File: src/sv/mi4_pkg.sv
package mi4_pkg;

   localparam int ELEMENT_WIDTH = 16;
   localparam int FRACTION_BITS = 12;

   // n-th surviving index (0..2) once index x is removed from 0..3
   function automatic logic [1:0] skip_idx(input logic [1:0] x, input logic [1:0] n);
      logic [1:0] r;
      r = (n < x) ? n : n + 2'd1;
      return r;
   endfunction

   // column picked in row t of the 3x3 minor by expansion term e (0..5)
   function automatic logic [1:0] perm_col(input logic [2:0] e, input logic [1:0] t);
      logic [5:0] p;
      case (e)
         3'd0: p = {2'd2, 2'd1, 2'd0};
         3'd1: p = {2'd1, 2'd2, 2'd0};
         3'd2: p = {2'd2, 2'd0, 2'd1};
         3'd3: p = {2'd0, 2'd2, 2'd1};
         3'd4: p = {2'd1, 2'd0, 2'd2};
         default: p = {2'd0, 2'd1, 2'd2};
      endcase
      case (t)
         2'd0: return p[1:0];
         2'd1: return p[3:2];
         default: return p[5:4];
      endcase
   endfunction

   // odd permutations carry a minus sign
   function automatic logic term_neg(input logic [2:0] e);
      return (e == 3'd1) || (e == 3'd2) || (e == 3'd5);
   endfunction

endpackage

File: src/sv/mi4_if.sv
interface mi4_req_if #(parameter int W = mi4_pkg::ELEMENT_WIDTH);
   logic                valid;
   logic                ready;
   logic signed [W-1:0] element;
   modport source (output valid, output element, input ready);
   modport sink (input valid, input element, output ready);
endinterface

interface mi4_rsp_if #(parameter int W = mi4_pkg::ELEMENT_WIDTH);
   logic                valid;
   logic                ready;
   logic signed [W-1:0] value;
   logic [3:0]          position;
   logic                singular;
   logic                clipped;
   logic                last;
   modport source (output valid, output value, output position, output singular,
                   output clipped, output last, input ready);
   modport sink (input valid, input value, input position, input singular,
                 input clipped, input last, output ready);
endinterface

File: src/sv/matrix_inverse_4x4.sv
// 4x4 matrix inverse by adjugate and cofactors, signed fixed point.
// req_ch carries one matrix element per transfer, row-major; the sixteenth
// element closes a matrix and hands it to a two-deep matrix queue, so
// elements of the next matrices load while the current one is worked on.
// rsp_ch returns sixteen inverse elements per matrix, row-major, with their
// position, a singular flag (zero determinant, value 0), a clipped flag on
// saturation and last on the sixteenth.
// req_ch is always ready for elements 1..15; the sixteenth waits for room in
// the queue. The back end uses one shift-add multiplier and one restoring
// divider (3*ELEMENT_WIDTH + 2*FRACTION_BITS quotient bits, one bit a cycle).
// Per matrix: 16 cofactors of 6 terms each, two products per term, then the
// determinant from 4 row-0 products, then 16 quotients for the results.
// Reset clears the load count, the queue and the sequencer; stored data is
// not cleared. When rsp_ch stalls, the result register holds and the back
// end waits; req_ch keeps loading, and with the queue full only the closing element waits.
module matrix_inverse_4x4 #(
   parameter int ELEMENT_WIDTH = mi4_pkg::ELEMENT_WIDTH,
   parameter int FRACTION_BITS = mi4_pkg::FRACTION_BITS
) (
   input  logic      clock,
   input  logic      reset,
   mi4_req_if.sink   req_ch,
   mi4_rsp_if.source rsp_ch
);
   localparam int MW = 16 * ELEMENT_WIDTH;

   logic          q_full, q_push, q_valid, q_pop;
   logic [MW-1:0] front_matrix, back_matrix;

   mi4_front #(.W(ELEMENT_WIDTH)) u_front (
      .clock      (clock),
      .reset      (reset),
      .in_valid   (req_ch.valid),
      .in_element (req_ch.element),
      .in_ready   (req_ch.ready),
      .q_full     (q_full),
      .q_push     (q_push),
      .q_matrix   (front_matrix)
   );

   mi4_queue #(.DW(MW)) u_queue (
      .clock     (clock),
      .reset     (reset),
      .push      (q_push),
      .push_data (front_matrix),
      .full      (q_full),
      .pop       (q_pop),
      .valid     (q_valid),
      .pop_data  (back_matrix)
   );

   mi4_back #(.W(ELEMENT_WIDTH), .F(FRACTION_BITS)) u_back (
      .clock        (clock),
      .reset        (reset),
      .q_valid      (q_valid),
      .q_matrix     (back_matrix),
      .q_pop        (q_pop),
      .out_valid    (rsp_ch.valid),
      .out_ready    (rsp_ch.ready),
      .out_value    (rsp_ch.value),
      .out_position (rsp_ch.position),
      .out_singular (rsp_ch.singular),
      .out_clipped  (rsp_ch.clipped),
      .out_last     (rsp_ch.last)
   );
endmodule

File: src/sv/mi4_front.sv
module mi4_front #(
   parameter int W = mi4_pkg::ELEMENT_WIDTH
) (
   input  logic            clock,
   input  logic            reset,
   input  logic            in_valid,
   input  logic [W-1:0]    in_element,
   output logic            in_ready,
   input  logic            q_full,
   output logic            q_push,
   output logic [16*W-1:0] q_matrix
);
   logic [W-1:0] asm_ff [15];
   logic [3:0]   count_ff, count_in;
   logic         xfer;

   // only the closing element needs room in the queue
   assign in_ready = !(count_ff == 4'd15 && q_full);
   assign xfer     = in_valid && in_ready;
   assign q_push   = xfer && (count_ff == 4'd15);
   assign count_in = xfer ? count_ff + 4'd1 : count_ff;

   always_comb begin
      q_matrix[16*W-1 -: W] = in_element;
      for (int i = 0; i < 15; i++) begin
         q_matrix[i*W +: W] = asm_ff[i];
      end
   end

   always_ff @(posedge clock) begin
      if (reset) begin
         count_ff <= 4'd0;
      end else begin
         count_ff <= count_in;
      end
      if (xfer && count_ff != 4'd15) begin
         asm_ff[count_ff] <= in_element;
      end
   end
endmodule

File: src/sv/mi4_queue.sv
module mi4_queue #(
   parameter int DW = 16 * mi4_pkg::ELEMENT_WIDTH
) (
   input  logic          clock,
   input  logic          reset,
   input  logic          push,
   input  logic [DW-1:0] push_data,
   output logic          full,
   input  logic          pop,
   output logic          valid,
   output logic [DW-1:0] pop_data
);
   logic [DW-1:0] slot_ff [2];
   logic          wp_ff, wp_in, rp_ff, rp_in;
   logic [1:0]    cnt_ff, cnt_in;

   assign full     = (cnt_ff == 2'd2);
   assign valid    = (cnt_ff != 2'd0);
   assign pop_data = slot_ff[rp_ff];
   assign wp_in    = push ? !wp_ff : wp_ff;
   assign rp_in    = pop ? !rp_ff : rp_ff;
   assign cnt_in   = cnt_ff + {1'b0, push} - {1'b0, pop};

   always_ff @(posedge clock) begin
      if (reset) begin
         wp_ff  <= 1'b0;
         rp_ff  <= 1'b0;
         cnt_ff <= 2'd0;
      end else begin
         wp_ff  <= wp_in;
         rp_ff  <= rp_in;
         cnt_ff <= cnt_in;
      end
      if (push) begin
         slot_ff[wp_ff] <= push_data;
      end
   end
endmodule

File: src/sv/mi4_back.sv
module mi4_back #(
   parameter int W = mi4_pkg::ELEMENT_WIDTH,
   parameter int F = mi4_pkg::FRACTION_BITS
) (
   input  logic                clock,
   input  logic                reset,
   input  logic                q_valid,
   input  logic [16*W-1:0]     q_matrix,
   output logic                q_pop,
   output logic                out_valid,
   input  logic                out_ready,
   output logic signed [W-1:0] out_value,
   output logic [3:0]          out_position,
   output logic                out_singular,
   output logic                out_clipped,
   output logic                out_last
);
   localparam int PW  = 4 * W + 6;
   localparam int NW  = 3 * W + 2 * F;
   localparam int DW  = 4 * W + 3;
   localparam int MCW = $clog2(W);
   localparam int DCW = $clog2(NW);

   typedef enum logic [12:0] {
      S_IDLE  = 13'h0001,
      S_TB    = 13'h0002,
      S_TA    = 13'h0004,
      S_MUL   = 13'h0008,
      S_MEND  = 13'h0010,
      S_CST   = 13'h0020,
      S_DADDR = 13'h0040,
      S_DLOAD = 13'h0080,
      S_QADDR = 13'h0100,
      S_QLOAD = 13'h0200,
      S_DIV   = 13'h0400,
      S_SAT   = 13'h0800,
      S_SEND  = 13'h1000
   } state_type;

   typedef enum logic [2:0] {
      MODE_T1  = 3'b001,
      MODE_T2  = 3'b010,
      MODE_DET = 3'b100
   } mode_type;

   state_type state_ff, state_in;
   mode_type  mode_ff, mode_in;

   logic [W-1:0]   mat_ff [16];
   logic [W-1:0]   mat_rd;
   logic [3:0]     elem_idx;
   logic [3:0]     cr_ff, cr_in, k_ff, k_in;
   logic [2:0]     term_ff, term_in;
   logic [1:0]     dc_ff, dc_in, erow;
   logic signed [PW-1:0] b_ff, b_in, bsh_ff, bsh_in, prod_ff, prod_in;
   logic signed [PW-1:0] acc_ff, acc_in, det_ff, det_in, mres, rd_abs, det_abs;
   logic [W-1:0]   amag_ff, amag_in;
   logic           aneg_ff, aneg_in;
   logic [MCW-1:0] mcnt_ff, mcnt_in;
   logic [NW-1:0]  num_ff, num_in, quo_ff, quo_in, lim;
   logic [DW-1:0]  rem_ff, rem_in, rem_sh, dmag;
   logic           qneg_ff, qneg_in;
   logic [DCW-1:0] dcnt_ff, dcnt_in;
   logic signed [W-1:0] val_ff, val_in;
   logic [3:0]     pos_ff, pos_in;
   logic           sing_ff, sing_in, clip_ff, clip_in, last_ff, last_in;

   logic signed [PW-1:0] cof_mem [16];
   logic signed [PW-1:0] rd_ff;
   logic [3:0]     rd_addr;
   logic           mem_we;
   logic signed [PW-1:0] mem_wd;

   // which 3x3 row feeds the current fetch
   always_comb begin
      unique case (1'b1)
         state_ff == S_TB:   erow = 2'd1;
         mode_ff == MODE_T2: erow = 2'd2;
         default:            erow = 2'd0;
      endcase
      if (mode_ff == MODE_DET && state_ff == S_TA) begin
         elem_idx = {2'b00, dc_ff};
      end else begin
         elem_idx = {mi4_pkg::skip_idx(cr_ff[3:2], erow),
                     mi4_pkg::skip_idx(cr_ff[1:0], mi4_pkg::perm_col(term_ff, erow))};
      end
   end
   assign mat_rd = mat_ff[elem_idx];

   assign mres    = aneg_ff ? -prod_ff : prod_ff;
   assign rd_abs  = rd_ff[PW-1] ? -rd_ff : rd_ff;
   assign det_abs = det_ff[PW-1] ? -det_ff : det_ff;
   assign dmag    = det_abs[DW-1:0];
   assign rem_sh  = {rem_ff[DW-2:0], num_ff[NW-1]};
   assign lim     = NW'(1) << (W - 1);
   assign rd_addr = (state_ff == S_QADDR) ? {k_ff[1:0], k_ff[3:2]} : {2'b00, dc_ff};
   assign mem_we  = (state_ff == S_CST);
   // cofactor sign follows the parity of row plus column
   assign mem_wd  = (cr_ff[2] ^ cr_ff[0]) ? -acc_ff : acc_ff;
   assign q_pop   = (state_ff == S_IDLE) && q_valid;

   always_comb begin
      state_in = state_ff;
      mode_in  = mode_ff;
      cr_in    = cr_ff;
      k_in     = k_ff;
      term_in  = term_ff;
      dc_in    = dc_ff;
      b_in     = b_ff;
      bsh_in   = bsh_ff;
      prod_in  = prod_ff;
      acc_in   = acc_ff;
      det_in   = det_ff;
      amag_in  = amag_ff;
      aneg_in  = aneg_ff;
      mcnt_in  = mcnt_ff;
      num_in   = num_ff;
      quo_in   = quo_ff;
      rem_in   = rem_ff;
      qneg_in  = qneg_ff;
      dcnt_in  = dcnt_ff;
      val_in   = val_ff;
      pos_in   = pos_ff;
      sing_in  = sing_ff;
      clip_in  = clip_ff;
      last_in  = last_ff;
      unique case (state_ff)
         S_IDLE: begin
            if (q_valid) begin
               cr_in    = 4'd0;
               term_in  = 3'd0;
               acc_in   = '0;
               mode_in  = MODE_T1;
               state_in = S_TB;
            end
         end
         S_TB: begin
            b_in     = PW'($signed(mat_rd));
            state_in = S_TA;
         end
         S_TA: begin
            aneg_in  = mat_rd[W-1];
            amag_in  = mat_rd[W-1] ? -mat_rd : mat_rd;
            bsh_in   = b_ff;
            prod_in  = '0;
            mcnt_in  = '0;
            state_in = S_MUL;
         end
         S_MUL: begin
            if (amag_ff[0]) begin
               prod_in = prod_ff + bsh_ff;
            end
            bsh_in  = bsh_ff <<< 1;
            amag_in = amag_ff >> 1;
            mcnt_in = mcnt_ff + MCW'(1);
            if (mcnt_ff == MCW'(W - 1)) begin
               state_in = S_MEND;
            end
         end
         S_MEND: begin
            unique case (mode_ff)
               MODE_T1: begin
                  b_in     = mres;
                  mode_in  = MODE_T2;
                  state_in = S_TA;
               end
               MODE_T2: begin
                  acc_in  = mi4_pkg::term_neg(term_ff) ? acc_ff - mres : acc_ff + mres;
                  mode_in = MODE_T1;
                  if (term_ff == 3'd5) begin
                     state_in = S_CST;
                  end else begin
                     term_in  = term_ff + 3'd1;
                     state_in = S_TB;
                  end
               end
               MODE_DET: begin
                  det_in = det_ff + mres;
                  if (dc_ff == 2'd3) begin
                     k_in     = 4'd0;
                     state_in = S_QADDR;
                  end else begin
                     dc_in    = dc_ff + 2'd1;
                     state_in = S_DADDR;
                  end
               end
               default: state_in = S_IDLE;
            endcase
         end
         S_CST: begin
            if (cr_ff == 4'd15) begin
               dc_in    = 2'd0;
               det_in   = '0;
               state_in = S_DADDR;
            end else begin
               cr_in    = cr_ff + 4'd1;
               term_in  = 3'd0;
               acc_in   = '0;
               state_in = S_TB;
            end
         end
         S_DADDR: state_in = S_DLOAD;
         S_DLOAD: begin
            b_in     = rd_ff;
            mode_in  = MODE_DET;
            state_in = S_TA;
         end
         S_QADDR: state_in = S_QLOAD;
         S_QLOAD: begin
            pos_in  = k_ff;
            last_in = (k_ff == 4'd15);
            if (det_ff == '0) begin
               val_in   = '0;
               sing_in  = 1'b1;
               clip_in  = 1'b0;
               state_in = S_SEND;
            end else begin
               sing_in  = 1'b0;
               qneg_in  = rd_ff[PW-1] ^ det_ff[PW-1];
               num_in   = NW'(rd_abs[3*W-1:0]) << (2 * F);
               rem_in   = '0;
               quo_in   = '0;
               dcnt_in  = '0;
               state_in = S_DIV;
            end
         end
         S_DIV: begin
            num_in  = num_ff << 1;
            dcnt_in = dcnt_ff + DCW'(1);
            if (rem_sh >= dmag) begin
               rem_in = rem_sh - dmag;
               quo_in = {quo_ff[NW-2:0], 1'b1};
            end else begin
               rem_in = rem_sh;
               quo_in = {quo_ff[NW-2:0], 1'b0};
            end
            if (dcnt_ff == DCW'(NW - 1)) begin
               state_in = S_SAT;
            end
         end
         S_SAT: begin
            if (qneg_ff) begin
               clip_in = (quo_ff > lim);
               val_in  = clip_in ? -lim[W-1:0] : -quo_ff[W-1:0];
            end else begin
               clip_in = (quo_ff > lim - NW'(1));
               val_in  = clip_in ? (lim[W-1:0] - W'(1)) : quo_ff[W-1:0];
            end
            state_in = S_SEND;
         end
         S_SEND: begin
            if (out_ready) begin
               if (k_ff == 4'd15) begin
                  state_in = S_IDLE;
               end else begin
                  k_in     = k_ff + 4'd1;
                  state_in = S_QADDR;
               end
            end
         end
         default: state_in = S_IDLE;
      endcase
   end

   always_ff @(posedge clock) begin
      if (reset) begin
         state_ff <= S_IDLE;
         mode_ff  <= MODE_T1;
      end else begin
         state_ff <= state_in;
         mode_ff  <= mode_in;
      end
      if (q_pop) begin
         for (int i = 0; i < 16; i++) begin
            mat_ff[i] <= q_matrix[i*W +: W];
         end
      end
      cr_ff   <= cr_in;
      k_ff    <= k_in;
      term_ff <= term_in;
      dc_ff   <= dc_in;
      b_ff    <= b_in;
      bsh_ff  <= bsh_in;
      prod_ff <= prod_in;
      acc_ff  <= acc_in;
      det_ff  <= det_in;
      amag_ff <= amag_in;
      aneg_ff <= aneg_in;
      mcnt_ff <= mcnt_in;
      num_ff  <= num_in;
      quo_ff  <= quo_in;
      rem_ff  <= rem_in;
      qneg_ff <= qneg_in;
      dcnt_ff <= dcnt_in;
      val_ff  <= val_in;
      pos_ff  <= pos_in;
      sing_ff <= sing_in;
      clip_ff <= clip_in;
      last_ff <= last_in;
   end

   always_ff @(posedge clock) begin
      if (mem_we) begin
         cof_mem[cr_ff] <= mem_wd;
      end
      rd_ff <= cof_mem[rd_addr];
   end

   assign out_valid    = (state_ff == S_SEND);
   assign out_value    = val_ff;
   assign out_position = pos_ff;
   assign out_singular = sing_ff;
   assign out_clipped  = clip_ff;
   assign out_last     = last_ff;
endmodule
File: src/flat_wrapper.sv
// flat-port wrapper written by rule: the top's interface ports become plain ports
module matrix_inverse_4x4_flat 
#(
   parameter int ELEMENT_WIDTH = mi4_pkg::ELEMENT_WIDTH,
   parameter int FRACTION_BITS = mi4_pkg::FRACTION_BITS
)
  (clock, reset, req_ch_valid, req_ch_element, req_ch_ready, rsp_ch_valid, rsp_ch_value, rsp_ch_position, rsp_ch_singular, rsp_ch_clipped, rsp_ch_last, rsp_ch_ready);
  mi4_req_if req_ch_i ();
  mi4_rsp_if rsp_ch_i ();
  input  logic clock;
  input  logic reset;
  input wire logic [$bits(req_ch_i.valid)-1:0] req_ch_valid;
  input wire logic [$bits(req_ch_i.element)-1:0] req_ch_element;
  output wire logic [$bits(req_ch_i.ready)-1:0] req_ch_ready;
  output wire logic [$bits(rsp_ch_i.valid)-1:0] rsp_ch_valid;
  output wire logic [$bits(rsp_ch_i.value)-1:0] rsp_ch_value;
  output wire logic [$bits(rsp_ch_i.position)-1:0] rsp_ch_position;
  output wire logic [$bits(rsp_ch_i.singular)-1:0] rsp_ch_singular;
  output wire logic [$bits(rsp_ch_i.clipped)-1:0] rsp_ch_clipped;
  output wire logic [$bits(rsp_ch_i.last)-1:0] rsp_ch_last;
  input wire logic [$bits(rsp_ch_i.ready)-1:0] rsp_ch_ready;
  assign req_ch_i.valid = req_ch_valid;
  assign req_ch_i.element = req_ch_element;
  assign req_ch_ready = req_ch_i.ready;
  assign rsp_ch_valid = rsp_ch_i.valid;
  assign rsp_ch_value = rsp_ch_i.value;
  assign rsp_ch_position = rsp_ch_i.position;
  assign rsp_ch_singular = rsp_ch_i.singular;
  assign rsp_ch_clipped = rsp_ch_i.clipped;
  assign rsp_ch_last = rsp_ch_i.last;
  assign rsp_ch_i.ready = rsp_ch_ready;
  matrix_inverse_4x4 #(.ELEMENT_WIDTH(ELEMENT_WIDTH), .FRACTION_BITS(FRACTION_BITS)) u_core (.clock(clock), .reset(reset), .req_ch(req_ch_i), .rsp_ch(rsp_ch_i));
endmodule
File: config.mk
export PLATFORM = sky130hd
export DESIGN_NAME = matrix_inverse_4x4_flat
export DESIGN_NICKNAME = d
export VERILOG_FILES = /design/src/sv/mi4_pkg.sv /design/src/sv/mi4_if.sv /design/src/sv/matrix_inverse_4x4.sv /design/src/sv/mi4_front.sv /design/src/sv/mi4_queue.sv /design/src/sv/mi4_back.sv /design/src/flat_wrapper.sv
export SDC_FILE = /design/constraint.sdc
export NUM_CORES = 2
export LEC_CHECK = 0
export BUFFER_PORTS_ARGS = -buffer_cell sky130_fd_sc_hd__buf_2
export CORE_ASPECT_RATIO = 1.1
export CORE_MARGIN = 5
export CORE_UTILIZATION = 27
export DETAILED_ROUTE_END_ITERATION = 6
export HOLD_SLACK_MARGIN = 0.15
export SYNTH_ARGS = -nofsm -noshare
export SYNTH_HDL_FRONTEND = slang
export SYNTH_SLANG_ARGS = --single-unit
File: constraint.sdc
create_clock -name clock -period 16.3 [get_ports clock]
set_input_delay 1.63 -clock clock [delete_from_list [all_inputs] [get_ports clock]]
set_output_delay 1.63 -clock clock [all_outputs]
set_load 0.02 [all_outputs]
After elaboration in Yosys (flattened, before gate mapping)
Memory sizes are Yosys's and may differ from the RTL's. A register that Yosys moved wholly into a read port is not among the register bits.
Cells that the tools add are included.

word-level totals
  flip-flop bits (word level) = 649
  bits in latches = 0
  memory bits (writable) = 2,128
  bits in read-only memories = 0
  bits of input ports = 20
  output and inout bits = 25
  word-level logic and storage cells = 235
  memories = 4

operators by class
  add/sub/neg operators = 22
  multipliers = 0
  divide/modulo/power cells = 0
  order comparisons = 5
  equal/unequal tests = 47
  shifts and indexed selects = 0
  muxes and demuxes = 88
  bitwise operators = 3
  reductions and logical operators = 38

memories
  name                    words  width  read ports  clocked after Yosys merged registers in  wr ports  RTL line         source
  u_core.u_back.cof_mem   16     70     1           1                                        1         mi4_back.sv:68   logic signed [PW-1:0] cof_mem [16];
  u_core.u_queue.slot_ff  2      256    1           1                                        1         mi4_queue.sv:13  logic [DW-1:0] slot_ff [2];
  u_core.u_back.mat_ff    16     16     1           0                                        16        mi4_back.sv:49   logic [W-1:0] mat_ff [16];
  u_core.u_front.asm_ff   15     16     15          0                                        1         mi4_front.sv:13  logic [W-1:0] asm_ff [15];

operators by type and width
  operator                                               number
  2-to-1 mux 70 bit                                      10
  case mux 70 bit (2 select lines)                       3
  case mux 70 bit (3 select lines)                       2
  case mux 72 bit (2 select lines)                       2
  adder 70 bit                                           3
  case mux 13 bit (12 select lines)                      1
  2-to-1 mux 72 bit                                      2
  negation 70 bit                                        2
  2-to-1 mux 66 bit                                      2
  case mux 66 bit (2 select lines)                       1
  2-to-1 mux 16 bit                                      5
  > comparator 72 x 15 -> 1 bit (second input constant)  1
  > comparator 72 x 16 -> 1 bit (second input constant)  1
  zero test 70 bit                                       1
  subtractor 70 bit                                      1
  greater-or-equal comparator 67 bit                     1
  2-to-1 mux 67 bit                                      1
  negation 67 bit                                        1
  subtractor 66 bit                                      1
  2-to-1 mux 13 bit                                      5
  case mux 16 bit (2 select lines)                       2
  2-to-1 mux 48 bit                                      1
  negation 48 bit                                        1
  2-to-1 mux 4 bit                                       8
  60 further kinds                                       145

Longest topological paths before layout
An unclocked memory read counts as a cell.

  depth in word-level cells = 12
  gate-level depth with buffers = 29
  gate-level depth less buffers = 26

By module
From an unflattened synthesis, not the netlist that was laid out.

second synthesis, totals
  cells, all modules = 9,736
  area, all modules = 129,032.5 um^2

by module, submodules not included
  module     times used  cells an instance  area each (um^2)  seq. area each (um^2)
  mi4_back   1           8,610              102,527.1         61,088.6
  mi4_queue  1           817                18,781.8          15,474.8
  mi4_front  1           309                7,723.7           7,287.0

Least setup slack after synthesis
OpenSTA, ideal clock, no wires.

  path type = reg2reg
  from = reg u_core.u_back.state_ff[12]
  to = reg u_core.u_queue.cnt_ff[1]
  setup time = 128 ps
  data arrival time = 14,165 ps
  data required time = 16,172 ps
  slack = 2,008 ps
  cell stages (with the launch flop) = 11
  path buffers = 0
  clock period less this slack = 14,292 ps
  cell sequence = dfxtp_1 nor4_1 and2_1 nand4b_1 nor2_1 ha_1 inv_1 ha_1 xor2_1 xnor2_1 nor2_1

between the ends
  cells in the longest elaborated chain, start to end = 3

ends and longest elaborated chain
  what                       RTL line                  source
  start: declaration         mi4_back.sv:46            state_type state_ff, state_in;
  start signal: assignment   mi4_back.sv:270           state_ff <= state_in;
  == test 13 x 1 -> 1 bit    mi4_back.sv:100           assign q_pop = (state_ff == S_IDLE) && q_valid;
  logical AND 1 bit          mi4_back.sv:100
  net u_core.q_pop           matrix_inverse_4x4.sv:27  logic q_full, q_push, q_valid, q_pop;
  subtractor 2 x 1 -> 2 bit  mi4_queue.sv:22           assign cnt_in = cnt_ff + {1'b0, push} - {1'b0, pop};
  end signal: assignment     mi4_queue.sv:32           cnt_ff <= cnt_in;
  end: declaration           mi4_queue.sv:15           logic [1:0] cnt_ff, cnt_in;

The timed path passes the listed nets, and every way through them passes these cells.
A chain may end at the register's enable or synchronous reset.

Final worst setup path
  from = reg u_core.u_back.prod_ff[9]
  to = reg u_core.u_back.acc_ff[66] (data pin)

between the ends
  cells in the longest elaborated chain, start to end = 6
  elaborated cells between the ends (all ways) = 7
  those cells by class = add/sub: 3; mux: 4

ends and longest elaborated chain
  what                                                      RTL line         source
  start: declaration                                        mi4_back.sv:55   logic signed [PW-1:0] b_ff, b_in, bsh_ff, bsh_in, prod_ff, prod_in;
  start signal: assignment                                  mi4_back.sv:284  prod_ff <= prod_in;
  negation 70 bit                                           mi4_back.sv:90   assign mres = aneg_ff ? -prod_ff : prod_ff;
  2-to-1 mux 70 bit *                                       mi4_back.sv:90
  adder 70 bit / subtractor 70 bit (equally long branches)  mi4_back.sv:168  acc_in = mi4_pkg::term_neg(term_ff) ? acc_ff - mres : acc_ff + mres;
  2-to-1 mux 70 bit *                                       mi4_back.sv:168
  2-to-1 mux 70 bit *                                       mi4_back.sv:161  unique case (mode_ff)
  case mux 70 bit (3 select lines) *                        mi4_back.sv:127  unique case (state_ff)
  end signal: assignment                                    mi4_back.sv:285  acc_ff <= acc_in;
  end: declaration                                          mi4_back.sv:56   logic signed [PW-1:0] acc_ff, acc_in, det_ff, det_in, mres, rd_abs, det_abs;

Every way passes the cells marked *; elsewhere a longest branch is shown, timed or not. The select of a mux whose other input is x is not followed.

==> impl_metrics.tcl <==
set metrics [dict create \
    gp_routability_congestion 0.903 \
    clock_sinks 2824 \
    total_power_mw 22.6 \
    grt_pass1_wl_um 501000 \
    ir_drop_v 0.000191 \
    start_util 0.271 \
    holdPathEnd "u_core.u_queue.slot_ff[0][39]" \
    place_hpwl_um 209000 \
    ctsRootBufferMaster "clkbuf_16" \
    grt_max_degree 177 \
    firstDrtPassIters 5 \
    seqPwrFrac 0.428 \
    worstPathRequired_ns 16.91 \
    reg2reg_from "u_core.u_back.prod_ff[9]" \
    cts.clk_slew.worst_paths_ns 0.06 \
    timing.fmax_ghz 0.125 \
    power_frac_comb 0.272 \
    tns_ns 0 \
    syn-cell-area_mm2 0.130 \
    hold_path_class "flip-flop to flip-flop" \
    crit_path_max_fanout 18 \
    power_density_mw_per_mm2 153 \
    placed_cells 15900 \
    synth.yosys.seq_area_share 0.646 \
    intPower_mw 15.4 \
    yosysUniqueCellTypes 89 \
    slew_headroom 0.0573 \
    postCtsHoldBufs 0 \
    drv_slew 0 \
    period_needed_ns 8.01 \
    holdPathStages 0 \
    yosysWarnings 0 \
    layout.nets 10200 \
    cp.arrival_ns 8.62 \
    holdCritStartpoint "u_core.u_front.asm_ff[2][7]" \
    via_count 80800 \
    syn-num-nets 10200 \
    critPathCaptureType "flip-flop" \
    period_share 0.492 \
    worstSetupPathType "flip-flop to flip-flop" \
    antenna_found_initial 15 \
    cts_buffers 305 \
    ys_async_sr_fraction 0 \
    post-cts-setup-buffers 0 \
    drc_errors 0 \
    switching_share 0.319 \
    nFillCells 47700 \
    dp_slack_ns 8.52 \
    status "finished, final reports clean" \
    cp-start-kind "flip-flop" \
    layout.area.seq_mm2 0.0839 \
    grt_usage 0.130 \
    instances_no_fill 16500 \
    fp-row-count 267 \
    die_w_um 671 \
    p_clk_frac 0.301 \
    h-tree-depth 5 \
    setup_ws_ns 8.29 \
    antenna_left 0 \
    worst_pin_slew_ns 1.40 \
    reg2reg_depth 19 \
    p_leak_nw 49.3 \
    gr-total-overflow 0 \
    ys_ff_latch 2824 \
    die_h_um 737 \
    r2r-end "u_core.u_back.acc_ff[66]" \
    synthToLayoutAreaGrowth_pct 13.7 \
    synth-edff-count 2729 \
    core-area_mm2 0.480 \
    clk-insertion-delay-late_ns 0.99 \
    die_area_mm2 0.495 \
    clock_skew_ns 0.112 \
    drtIter0Drc 7028 \
    tritoncts "done" \
    ys.flop_type "edfxtp_1" \
    finalHoldViolCount 0 \
    clockBufferDepth 4 \
    pin_count 45 \
    setup_viol 0 \
    portBuffers 44 \
    final_util 0.308 \
    rsz0062_at_grt "false" \
    power_switching_mw 7.23 \
    netlist_instances 9903 \
    multi_input_area_mm2 0.0438 \
    drt-total-wl_um 336000 \
    cts-resized-gates 0 \
    final_layout_size_suffix_gt1_frac 0.103 \
    wl_per_cell_um 20.4 \
    r2r_setup_slack_ns 8.29 \
    grt_pass1_vias 78700 \
    drv_cap 0 \
    synth.avg_cell_area_um2 13.1 \
    vias_per_cell 4.90 \
]
logic make-up after synthesis:
group,synth area share
XOR/XNOR,0.0403
AO/OA/AOI/OAI,0.117
multiplexers,0.0494
buffers and inverters,0.0195
flip-flops,0.646
AND/OR/NAND/NOR,0.0983
adder cells (fa/ha/maj),0.0298
registers in the layout, summed over array words and instances (netlist names), 66 cells and up, named ones only:
signal,flops
u_core.u_back.acc_ff,70
u_core.u_back.bsh_ff,70
u_core.u_back.b_ff,70
u_core.u_back.det_ff,70
u_core.u_back.rem_ff,66
u_core.u_back.cof_mem,1120
u_core.u_front.asm_ff,240
u_core.u_back.quo_ff,72
u_core.u_back.mat_ff,256
u_core.u_queue.slot_ff,512
u_core.u_back.rd_ff,70
u_core.u_back.prod_ff,70
synthesized netlist by cell type (95+ instances only):
cell | instances | area share
nor3_1 | 98 | 0.0038
nand3_1 | 101 | 0.0039
o21ai_0 | 310 | 0.012
mux2i_1 | 333 | 0.026
xnor2_1 | 304 | 0.021
a31oi_1 | 199 | 0.0096
a21oi_1 | 550 | 0.021
clkbuf_1 | 486 | 0.014
nor2b_1 | 202 | 0.0097
xor2_1 | 293 | 0.020
nor2_1 | 573 | 0.017
mux2_2 | 272 | 0.024
ha_1 | 303 | 0.029
a211oi_1 | 520 | 0.030
and2_1 | 270 | 0.013
inv_1 | 135 | 0.0039
dfxtp_1 | 95 | 0.015
nand2_1 | 915 | 0.026
a21o_1 | 192 | 0.011
edfxtp_1 | 2729 | 0.63
cells in the final DEF (no fill, tap or decap), types with 53 or more instances in the layout:
master / count
edfxtp_1: 2729
o31ai_1: 94
a221o_1: 63
clkbuf_16: 309
a211oi_1: 520
o21ai_0: 307
nand4_1: 78
xnor2_1: 300
and2_1: 259
nor2b_1: 201
dfxtp_1: 93
mux2i_1: 330
xor2_1: 292
or3_1: 71
nor4_1: 62
inv_1: 134
nand2_1: 912
clkinv_1: 66
nor2_1: 561
buf_4: 170
nor3_1: 94
a31oi_1: 199
a21o_1: 191
clkbuf_1: 77
a21oi_1: 547
ha_1: 303
mux2_2: 270
nand2b_1: 53
nand3_1: 100
worst max-delay path, cell delays in order (launching register included):
cell and delay [ns]:
edfxtp_1 0.48, nor4_1 0.64, nand4_1 0.85, o41ai_1 0.70, xnor2_1 0.25, or4_1 0.64
nor4_2 0.28, and4_1 0.42, a21oi_1 0.14, xnor2_1 0.16, ha_1 0.43, a2111oi_0 0.44
a31oi_1 0.21, a21oi_1 0.35, a21oi_1 0.15, o41ai_1 0.62, o31ai_1 0.32, a311oi_1 0.42
xor2_1 0.18, nor2_1 0.05
per-layer routing:
| layer | vias up | global-route usage | wire (um) |
|---|---|---|---|
| li1 | 37700 | - | - |
| met1 | 40400 | 0.173 | 147000 |
| met2 | 2182 | 0.218 | 160000 |
| met3 | 537 | 0.0182 | 18300 |
| met4 | 10 | 0.0406 | 11100 |
| met5 | - | 0 | 63 |
stage by stage:
step                      hold slack, ns  cell area, um^2
after floorplan                    0.421           130000
after detailed placement           0.429           138000
after CTS                          0.412           148000
after global routing               0.426           148000
after global placement             0.422           138000
final                              0.413           148000
layout make-up:
| cell class | instances | share of cell area |
|---|---|---|
| clock buffer | 401 | 0.0558 |
| sequential | 2824 | 0.568 |
| timing repair buffer | 221 | 0.0111 |
| clock inverter | 152 | 0.0108 |
| multi-input combinational | 6408 | 0.297 |
| antenna | 6 | 0.000102 |
| tap | 6321 | 0.0536 |
| inverter | 138 | 0.00353 |
how the worst max path moves through the flow:
stage	end	start	slack, ns
global placement	u_core.u_back.acc_ff[66]	u_core.u_back.prod_ff[9]	8.60
CTS	u_core.u_back.acc_ff[69]	u_core.u_back.prod_ff[9]	8.40
floorplan	u_core.u_queue.cnt_ff[1]	u_core.u_back.state_ff[12]	2.01
finish	u_core.u_back.acc_ff[66]	u_core.u_back.prod_ff[9]	8.29
detailed placement	u_core.u_back.acc_ff[69]	u_core.u_back.prod_ff[9]	8.52
global route	u_core.u_back.acc_ff[69]	u_core.u_back.prod_ff[9]	7.55
power groups by stage:
stage / Clock [mW] / Combinational, mW / Sequential, mW
3_5_place_dp: 0 / 6.10 / 9.84
2_1_floorplan: 0 / 3.99 / 9.72
3_3_place_gp: 0 / 6.07 / 9.83
5_1_grt: 7.29 / 6.65 / 9.69
4_1_cts: 6.97 / 6.14 / 9.69
6_report: 6.80 / 6.15 / 9.69
Power figures use the tool's default switching activity.
